## src/rtl/tbra_pkg.sv

```systemverilog
package tbra_pkg;
   localparam int unsigned ENTRIES_DEFAULT = 1024;
   localparam int unsigned INDEX_W = 10;
   localparam int unsigned COUNT_W = 11;

   localparam logic [1:0] OP_ALLOC = 2'd0;
   localparam logic [1:0] OP_FREE  = 2'd1;
   localparam logic [1:0] OP_PROBE = 2'd2;
   localparam logic [1:0] OP_BAD   = 2'd3;

   localparam logic [1:0] ST_OK      = 2'd0;
   localparam logic [1:0] ST_NOSPACE = 2'd1;
   localparam logic [1:0] ST_ZERO    = 2'd2;
   localparam logic [1:0] ST_BAD     = 2'd3;

   localparam logic [1:0] MARK_FREE  = 2'd0;
   localparam logic [1:0] MARK_USED  = 2'd1;
   localparam logic [1:0] MARK_BOUND = 2'd2;

   typedef struct packed {
      logic [1:0]         operation;
      logic [INDEX_W-1:0] index;
      logic [COUNT_W-1:0] count;
   } req_type;

   typedef struct packed {
      logic [1:0]         status;
      logic [INDEX_W-1:0] first_index;
      logic [INDEX_W-1:0] last_index;
   } rsp_type;

   // classified command handed from front to back
   typedef struct packed {
      logic [1:0]         kind;
      logic               done;
      logic [1:0]         status;
      logic [INDEX_W-1:0] index;
      logic [COUNT_W-1:0] count;
   } cmd_type;
endpackage

```

## src/rtl/tbra_if.sv

```systemverilog
interface tbra_req_if;
   import tbra_pkg::*;
   logic    valid;
   logic    ready;
   req_type payload;
   modport source (output valid, output payload, input ready);
   modport sink   (input valid, input payload, output ready);
endinterface

interface tbra_rsp_if;
   import tbra_pkg::*;
   logic    valid;
   logic    ready;
   rsp_type payload;
   modport source (output valid, output payload, input ready);
   modport sink   (input valid, input payload, output ready);
endinterface

```

## src/rtl/tbra_front.sv

```systemverilog
module tbra_front #(
   parameter int unsigned ENTRIES = tbra_pkg::ENTRIES_DEFAULT
) (
   input  logic              clock,
   input  logic              reset,
   tbra_req_if.sink          req,
   output logic              q_valid,
   input  logic              q_ready,
   output tbra_pkg::cmd_type q_cmd
);
   import tbra_pkg::*;
   localparam int DEPTH = 2;

   cmd_type    slot_ff [DEPTH];
   cmd_type    cls;
   logic [1:0] cnt_ff, cnt_in;
   logic       wp_ff, rp_ff;
   logic       push, pop;

   always_comb begin
      cls.kind = req.payload.operation;
      cls.index = req.payload.index;
      cls.count = req.payload.count;
      cls.done = 1'b0;
      cls.status = ST_OK;
      if (req.payload.operation == OP_FREE) begin
         if ({22'd0, req.payload.index} >= ENTRIES) begin
            cls.done = 1'b1;
            cls.status = ST_BAD;
            cls.index = '0;
         end
      end else if (req.payload.operation inside {OP_ALLOC, OP_PROBE}) begin
         if (req.payload.count == '0) begin
            cls.done = 1'b1;
            cls.status = ST_ZERO;
            cls.index = '0;
         end else if ({21'd0, req.payload.count} > ENTRIES) begin
            cls.done = 1'b1;
            cls.status = ST_NOSPACE;
            cls.index = '0;
         end
      end else begin
         cls.done = 1'b1;
         cls.status = ST_BAD;
         cls.index = '0;
      end
   end

   assign req.ready = (cnt_ff != 2'(DEPTH));
   assign push = req.valid && req.ready;
   assign q_valid = (cnt_ff != 2'd0);
   assign pop = q_valid && q_ready;
   assign q_cmd = slot_ff[rp_ff];
   assign cnt_in = cnt_ff + {1'b0, push} - {1'b0, pop};

   always_ff @(posedge clock) begin
      if (reset) begin
         cnt_ff <= '0;
         wp_ff <= 1'b0;
         rp_ff <= 1'b0;
      end else begin
         cnt_ff <= cnt_in;
         if (push) wp_ff <= ~wp_ff;
         if (pop) rp_ff <= ~rp_ff;
      end
      if (push) slot_ff[wp_ff] <= cls;
   end
endmodule

```

## src/rtl/tbra_back.sv

```systemverilog
module tbra_back #(
   parameter int unsigned ENTRIES = tbra_pkg::ENTRIES_DEFAULT
) (
   input  logic              clock,
   input  logic              reset,
   input  logic              q_valid,
   output logic              q_ready,
   input  tbra_pkg::cmd_type q_cmd,
   tbra_rsp_if.source        rsp
);
   import tbra_pkg::*;
   localparam int AW = (ENTRIES > 1) ? $clog2(ENTRIES) : 1;

   localparam logic [3:0] S_CLEAR  = 4'd0;
   localparam logic [3:0] S_IDLE   = 4'd1;
   localparam logic [3:0] S_SCAN   = 4'd2;
   localparam logic [3:0] S_SCANW  = 4'd3;
   localparam logic [3:0] S_MARK   = 4'd4;
   localparam logic [3:0] S_FREAD  = 4'd5;
   localparam logic [3:0] S_FWAIT  = 4'd6;
   localparam logic [3:0] S_WALK   = 4'd7;
   localparam logic [3:0] S_WALKW  = 4'd8;
   localparam logic [3:0] S_CLR    = 4'd9;
   localparam logic [3:0] S_OUT    = 4'd10;

   logic [1:0]    mem [ENTRIES];
   logic [1:0]    rd_ff;
   logic [3:0]    state_ff;
   logic [AW:0]   ptr_ff;     // scan/read address, one bit wider than an entry address
   logic [AW-1:0] last_rd_ff; // address whose data sits in rd_ff
   logic [AW:0]   streak_ff;
   logic [AW-1:0] lo_ff, hi_ff, wa_ff;
   cmd_type       cmd_ff;
   rsp_type       out_ff;
   logic          ov_ff;
   logic          we;
   logic [1:0]    wd;
   logic [AW:0]   streak_nx;

   assign q_ready = (state_ff == S_IDLE) && !ov_ff;
   assign rsp.valid = ov_ff;
   assign rsp.payload = out_ff;
   assign streak_nx = (rd_ff == MARK_FREE) ? streak_ff + 1'b1 : '0;

   always_comb begin
      we = 1'b0;
      wd = MARK_FREE;
      case (state_ff)
         S_CLEAR: we = 1'b1;
         S_MARK: begin
            we = 1'b1;
            if (cmd_ff.count == 11'd1) wd = MARK_USED;
            else if (wa_ff == lo_ff || wa_ff == hi_ff) wd = MARK_BOUND;
            else wd = MARK_USED;
         end
         S_CLR: we = 1'b1;
         default: we = 1'b0;
      endcase
   end

   always_ff @(posedge clock) begin
      if (we) mem[wa_ff] <= wd;
      rd_ff <= mem[ptr_ff[AW-1:0]];
      last_rd_ff <= ptr_ff[AW-1:0];
   end

   always_ff @(posedge clock) begin
      if (reset) begin
         state_ff <= S_CLEAR;
         wa_ff <= '0;
         ov_ff <= 1'b0;
         ptr_ff <= '0;
      end else begin
         if (rsp.valid && rsp.ready) ov_ff <= 1'b0;
         case (state_ff)
            S_CLEAR: begin
               // one entry per cycle after reset
               wa_ff <= wa_ff + 1'b1;
               if ({{(32-AW){1'b0}}, wa_ff} == ENTRIES - 1) state_ff <= S_IDLE;
            end
            S_IDLE: if (q_valid && !ov_ff) begin
               cmd_ff <= q_cmd;
               if (q_cmd.done) begin
                  out_ff <= '{q_cmd.status, q_cmd.index, '0};
                  ov_ff <= 1'b1;
               end else if (q_cmd.kind == OP_FREE) begin
                  ptr_ff <= {1'b0, q_cmd.index[AW-1:0]};
                  state_ff <= S_FREAD;
               end else begin
                  ptr_ff <= '0;
                  streak_ff <= '0;
                  state_ff <= S_SCANW;
               end
            end
            S_SCANW: begin
               ptr_ff <= ptr_ff + 1'b1;
               state_ff <= S_SCAN;
            end
            S_SCAN: begin
               // rd_ff holds mark of last_rd_ff
               streak_ff <= streak_nx;
               if ({{(31-AW){1'b0}}, streak_nx} == {21'd0, cmd_ff.count}) begin
                  hi_ff <= last_rd_ff;
                  lo_ff <= AW'(last_rd_ff - AW'(cmd_ff.count) + 1'b1);
                  wa_ff <= AW'(last_rd_ff - AW'(cmd_ff.count) + 1'b1);
                  if (cmd_ff.kind == OP_ALLOC) state_ff <= S_MARK;
                  else begin
                     out_ff <= '{ST_OK,
                        INDEX_W'(last_rd_ff - AW'(cmd_ff.count) + 1'b1),
                        INDEX_W'(last_rd_ff)};
                     ov_ff <= 1'b1;
                     state_ff <= S_IDLE;
                  end
               end else if ({{(32-AW){1'b0}}, last_rd_ff} == ENTRIES - 1) begin
                  out_ff <= '{ST_NOSPACE, '0, '0};
                  ov_ff <= 1'b1;
                  state_ff <= S_IDLE;
               end else ptr_ff <= ptr_ff + 1'b1;
            end
            S_MARK: begin
               wa_ff <= wa_ff + 1'b1;
               if (wa_ff == hi_ff) begin
                  out_ff <= '{ST_OK, INDEX_W'(lo_ff), INDEX_W'(hi_ff)};
                  ov_ff <= 1'b1;
                  state_ff <= S_IDLE;
               end
            end
            S_FREAD: state_ff <= S_FWAIT;
            S_FWAIT: begin
               lo_ff <= last_rd_ff;
               wa_ff <= last_rd_ff;
               if (rd_ff == MARK_USED) begin
                  hi_ff <= last_rd_ff;
                  state_ff <= S_CLR;
               end else if (rd_ff != MARK_BOUND) begin
                  out_ff <= '{ST_OK, cmd_ff.index, cmd_ff.index};
                  ov_ff <= 1'b1;
                  state_ff <= S_IDLE;
               end else if ({{(32-AW){1'b0}}, last_rd_ff} == ENTRIES - 1) begin
                  out_ff <= '{ST_BAD, cmd_ff.index, '0};
                  ov_ff <= 1'b1;
                  state_ff <= S_IDLE;
               end else begin
                  ptr_ff <= ptr_ff + 1'b1;
                  state_ff <= S_WALKW;
               end
            end
            S_WALKW: state_ff <= S_WALK;
            S_WALK: begin
               if (rd_ff == MARK_BOUND) begin
                  hi_ff <= last_rd_ff;
                  state_ff <= S_CLR;
               end else if ({{(32-AW){1'b0}}, last_rd_ff} == ENTRIES - 1) begin
                  out_ff <= '{ST_BAD, cmd_ff.index, '0};
                  ov_ff <= 1'b1;
                  state_ff <= S_IDLE;
               end else begin
                  ptr_ff <= ptr_ff + 1'b1;
                  state_ff <= S_WALKW;
               end
            end
            S_CLR: begin
               wa_ff <= wa_ff + 1'b1;
               if (wa_ff == hi_ff) begin
                  out_ff <= '{ST_OK, INDEX_W'(lo_ff), INDEX_W'(hi_ff)};
                  ov_ff <= 1'b1;
                  state_ff <= S_IDLE;
               end
            end
            default: state_ff <= S_IDLE;
         endcase
      end
   end
endmodule

```

## src/rtl/two_bit_run_allocator.sv

```systemverilog
// two-bit run allocator: a 2-bit mark per entry (free, used, run boundary)
// req channel carries operation, index and count; rsp channel carries
// status, first_index and last_index, one rsp word per req word
// allocate scans from entry 0 for the lowest run of count free entries and
// marks it; probe scans the same way without marking; free clears the run
// starting at index
// the front stage classifies each word (zero count, oversize count, bad
// index, bad operation) and parks it in a two-entry queue; the back stage
// runs the mark memory with a single read and single write port
// the back stage answers trivial errors straight from idle; allocate and
// probe scan the entries in order until the run is found, and allocate then
// writes each entry of the run; free reads the entry at index, walks forward
// to the closing boundary mark, reading and waiting in turn, and then clears
// each entry of the run; the walk and the clear can cross the whole map
// after reset the back stage clears all ENTRIES marks, one per cycle, and
// takes no queued word until that is done; the front still fills its queue
// when rsp stalls the result register holds and the back stage waits
module two_bit_run_allocator #(
   parameter int unsigned ENTRIES = tbra_pkg::ENTRIES_DEFAULT
) (
   input  logic clock,
   input  logic reset,
   tbra_req_if.sink   req,
   tbra_rsp_if.source rsp
);
   import tbra_pkg::*;
   logic    q_valid, q_ready;
   cmd_type q_cmd;

   tbra_front #(.ENTRIES(ENTRIES)) u_front (
      .clock(clock), .reset(reset), .req(req),
      .q_valid(q_valid), .q_ready(q_ready), .q_cmd(q_cmd)
   );

   tbra_back #(.ENTRIES(ENTRIES)) u_back (
      .clock(clock), .reset(reset),
      .q_valid(q_valid), .q_ready(q_ready), .q_cmd(q_cmd), .rsp(rsp)
   );
endmodule
```

## src/flat_wrapper.sv

```systemverilog
// flat-port wrapper written by rule: the top's interface ports become plain ports
module two_bit_run_allocator_flat import tbra_pkg::*;
#(
   parameter int unsigned ENTRIES = tbra_pkg::ENTRIES_DEFAULT
)
  (clock, reset, req_valid, req_payload, req_ready, rsp_valid, rsp_payload, rsp_ready);
  tbra_req_if req_i ();
  tbra_rsp_if rsp_i ();
  input  logic clock;
  input  logic reset;
  input wire logic [$bits(req_i.valid)-1:0] req_valid;
  input wire logic [$bits(req_i.payload)-1:0] req_payload;
  output wire logic [$bits(req_i.ready)-1:0] req_ready;
  output wire logic [$bits(rsp_i.valid)-1:0] rsp_valid;
  output wire logic [$bits(rsp_i.payload)-1:0] rsp_payload;
  input wire logic [$bits(rsp_i.ready)-1:0] rsp_ready;
  assign req_i.valid = req_valid;
  assign req_i.payload = req_payload;
  assign req_ready = req_i.ready;
  assign rsp_valid = rsp_i.valid;
  assign rsp_payload = rsp_i.payload;
  assign rsp_i.ready = rsp_ready;
  two_bit_run_allocator #(.ENTRIES(ENTRIES)) u_core (.clock(clock), .reset(reset), .req(req_i), .rsp(rsp_i));
endmodule
```

## config.mk

```make
export PLATFORM = sky130hd
export DESIGN_NAME = two_bit_run_allocator_flat
export DESIGN_NICKNAME = d
export VERILOG_FILES = /design/src/rtl/tbra_pkg.sv /design/src/rtl/tbra_if.sv /design/src/rtl/tbra_front.sv /design/src/rtl/tbra_back.sv /design/src/rtl/two_bit_run_allocator.sv /design/src/flat_wrapper.sv
export SDC_FILE = /design/constraint.sdc
export NUM_CORES = 2
export LEC_CHECK = 0
export BUFFER_PORTS_ARGS = -buffer_cell sky130_fd_sc_hd__buf_4
export CAP_MARGIN = 20
export CORE_UTILIZATION = 37
export DETAILED_ROUTE_END_ITERATION = 8
export PLACE_DENSITY_LB_ADDON = 0.2
export SLEW_MARGIN = 20
export SYNTH_ARGS = -nofsm -noshare
export SYNTH_HDL_FRONTEND = slang
export SYNTH_HIERARCHICAL = 1
export SYNTH_SLANG_ARGS = --single-unit
export TNS_END_PERCENT = 20
```

## constraint.sdc

```tcl
create_clock -name clock -period 92.9 [get_ports clock]
set_clock_uncertainty 0.2 [all_clocks]
set_input_delay 4.645 -clock clock [delete_from_list [all_inputs] [get_ports clock]]
set_output_delay 4.645 -clock clock [all_outputs]
set_load 0.05 [all_outputs]
```

==> impl_metrics.env <==
export IMPL_core_area_um2=249600
export IMPL_end_kind="primary output"
export IMPL_insertion_delay_ns=0.88
export IMPL_syn_to_final_growth_pct=11.99
export IMPL_synth_top_area_frac=0.7007
export IMPL_crit_type="reg -> out"
export IMPL_yosys_area_top_type="edfxtp_1"
export IMPL_ios=51
export IMPL_hold_violations=0
export IMPL_yosys_top_cells_count="edfxtp_1 (2176), nor2_1 (1102), mux4_2 (405)"
export IMPL_fin_nets=5749
export IMPL_antenna_found_initial=17
export IMPL_yosysWarnings=6
export IMPL_cts_tree="yes"
export IMPL_ant_nets=0
export IMPL_cp_required_ns=88.06
export IMPL_clock_path_buffers=3
export IMPL_wl_per_cell_um=31.92
export IMPL_root_buffer="clkbuf_16"
export IMPL_synthCells=5706
export IMPL_initial_utilization=0.3737
export IMPL_synthMostInstantiatedCell="edfxtp_1"
export IMPL_yosysSeqAreaShare=0.7097
export IMPL_cts_hold_buf=0
export IMPL_htree_levels=4
export IMPL_numCtsBuffers=229
export IMPL_grt_pass1_wl_um=412600
export IMPL_clkSinkCount=2218
export IMPL_ys_flop_type="edfxtp_1"
export IMPL_postSynthAreaPerCell_um2=16.34
export IMPL_drv_slew=0
export IMPL_path_delay_family="flip-flops"
export IMPL_hold_path_class="reg -> reg"
export IMPL_die_area_um2=254100
export IMPL_setup_viol=0
export IMPL_crit_start="u_core/u_front/cnt_ff[0]"
export IMPL_grt_start_max_net_pins=242
export IMPL_die_height_um=504.0
export IMPL_drv_cap=0
export IMPL_synth_cell_area_um2=93260
export IMPL_syn_nets=5759
export IMPL_fill_cells=22378
export IMPL_slowest_delay_ns=0.36
export IMPL_synthAdderAreaFrac=0.003676
export IMPL_path_max_fanout=5
export IMPL_synth_simple_area_share=0.07315
export IMPL_via_per_inst=5.833
export IMPL_dr_pass1_iters=7
export IMPL_dieWidth_um=504.0
export IMPL_fin_util=0.4185
export IMPL_grt_pass1_vias=53565
export IMPL_place_ws_ns=86.31
export IMPL_ir_worst_vdd_v=0.00002485
export IMPL_p_leak_uw=0.02870
export IMPL_vias=53853
export IMPL_ctsResizeCount=0
export IMPL_worst_slew_pin_slew_ns=1.444
export IMPL_drcViolationCount=0
export IMPL_dp_hpwl_um=168500
export IMPL_slew_headroom=0.03765
export IMPL_powerDensity_nw_per_um2=23.21
export IMPL_path_buf_inv=1
export IMPL_layout_min_cycle_time_ns=6.486
export IMPL_place_congestion=0.8536
export IMPL_synth_distinct_cells=95
export IMPL_seq_area_um2=66210
export IMPL_r2r_start="u_core/u_back/ptr_ff[0]"
export IMPL_synth_compound_area_frac=0.04548
export IMPL_status="complete, no violations"
export IMPL_multiInputGateArea_um2=24650
export IMPL_synth_top_family_by_area="multiplexers"
export IMPL_fin_ws_ns=86.41
export IMPL_placed_cell_area_um2=96940
export IMPL_ys_ff_latch=2218
export IMPL_fin_area_um2=104400
export IMPL_ys_async_sr_fraction=0
export IMPL_postCtsSetupBuffers=0
export IMPL_drive_gt1_frac=0.1849
export IMPL_max_freq_mhz=154.2
export IMPL_synthXorXnorAreaFrac=0.005313
export IMPL_synth_edf_count=2176
export IMPL_synth_area_leaders="edfxtp_1 (70%), mux4_2 (9.8%), nor2_1 (4.4%)"
export IMPL_cp_cell_sequence="nand2b_1 > buf_4"
export IMPL_synth_area_mux_share=0.1333
export IMPL_cp_start_kind="register"
export IMPL_worstHoldStart="u_core/u_back/ptr_ff[7]"
export IMPL_clkTransAtPathRegs_ns=0.07
export IMPL_routed_wl_um=294700
export IMPL_port_buffers=50
export IMPL_arrival_ns=1.64
export IMPL_rsz0062_at_grt="no"
export IMPL_grt_overflow=0
export IMPL_final_period_utilization=0.06982
export IMPL_critPathSlowestCell="dfxtp_1"
export IMPL_grtUsageTotal=0.2282
export IMPL_drt_iter0_markers=6365
export IMPL_rows=183
export IMPL_tns_ns=0
==> worst paths after layout <==
check                                      to  slack [ns]  depth (start not counted)
hold reg to reg   u_core/u_back/last_rd_ff[7]        0.15                          0
setup reg to reg       u_core/u_back/rd_ff[1]       87.29                         12
setup / recovery                    req_ready       86.41                          2
hold / removal    u_core/u_back/last_rd_ff[7]        0.15                          0
==> flip-flops by register name, summed over array words and instances (netlist names), named ones only <==
name                       cells
u_core/u_back/mem           2048
u_core/u_front/slot_ff        52
u_core/u_back/cmd_ff          23
u_core/u_back/rsp.payload     22
u_core/u_back/streak_ff       11
u_core/u_back/hi_ff           10
u_core/u_back/last_rd_ff      10
u_core/u_back/lo_ff           10
u_core/u_back/ptr_ff          10
u_core/u_back/wa_ff           10
u_core/u_back/state_ff         4
u_core/u_back/rd_ff            2
u_core/u_front/cnt_ff          2
u_core/u_back/rsp.valid        1
u_core/u_front/rp_ff           1
u_core/u_front/wp_ff           1
==> kinds of logic after synthesis <==
kind of cell	after synthesis
AND/OR/NAND/NOR	1608
AO/OA/AOI/OAI	617
adder cells (fa/ha/maj)	27
buffers and inverters	501
flip-flops	2218
XOR/XNOR	55
multiplexers	680
==> metrics by stage <==
step	total power (µW)	hold slack [ns]	cells
6_report	2424	0.1544	9232
3_3_place_gp	1520	0.1383	8794
2_1_floorplan	1400	0.1258	5706
5_1_grt	2488	0.1718	9227
4_1_cts	2436	0.1567	9225
3_5_place_dp	1522	0.1409	8794
==> cells in the final DEF (no fill, tap or decap), types with 12 or more instances in the layout <==
cell	n
and3_1	15
nor3_1	49
a21o_1	19
inv_1	30
buf_4	211
mux4_1	32
mux4_2	405
or3_1	12
or2_2	19
a21oi_1	125
mux2i_1	213
a31oi_1	33
a211oi_1	28
nand3_4	12
nand4_1	17
nand3_1	68
o22ai_1	35
nand2b_1	22
nor2b_1	18
nand2_1	189
nor4_1	14
clkbuf_16	232
a22oi_1	80
edfxtp_1	2176
a221oi_1	52
ha_1	25
clkinv_1	42
mux2_2	23
o21ai_0	89
clkinv_2	51
dfxtp_1	36
o211ai_1	14
nor2_1	1097
xor2_1	13
xnor2_1	41
bufinv_16	22
clkbuf_1	59
o221ai_1	27
==> worst reg2reg max path: cells and delay by family (launching register included) <==
kind | cells | cell delay [ns]
buffers and inverters | 4 | 2.46
AND/OR/NAND/NOR | 2 | 1.05
AO/OA/AOI/OAI | 5 | 0.92
flip-flops | 1 | 0.74
multiplexers | 1 | 0.12
==> routing by layer <==
layer	global-route usage	share of wire	vias to the layer above
met2	0.3631	0.47	2479
met3	0.04390	0.082	513
met1	0.3098	0.41	28562
met4	0.08627	0.038	12
li1	-	-	22287
met5	0	0.00027	-
==> cell type report <==
cell class              instances  share of cell area
repair buffers                222             0.01726
well taps                    3330             0.03989
flip-flops and latches       2218              0.6339
multi-input cells            2987              0.2360
diodes                          6           0.0001438
clock buffers                 296             0.05836
inverters                      38            0.001378
clock inverters               135             0.01306
==> report_power, final <==
group	total [µW]	switching, µW	leakage, µW	internal (µW)
Clock	920	396	0.00364	524
Sequential	1160	20.9	0.0181	1140
Combinational	341	253	0.00694	88.3
Power figures use the tool's default switching activity.
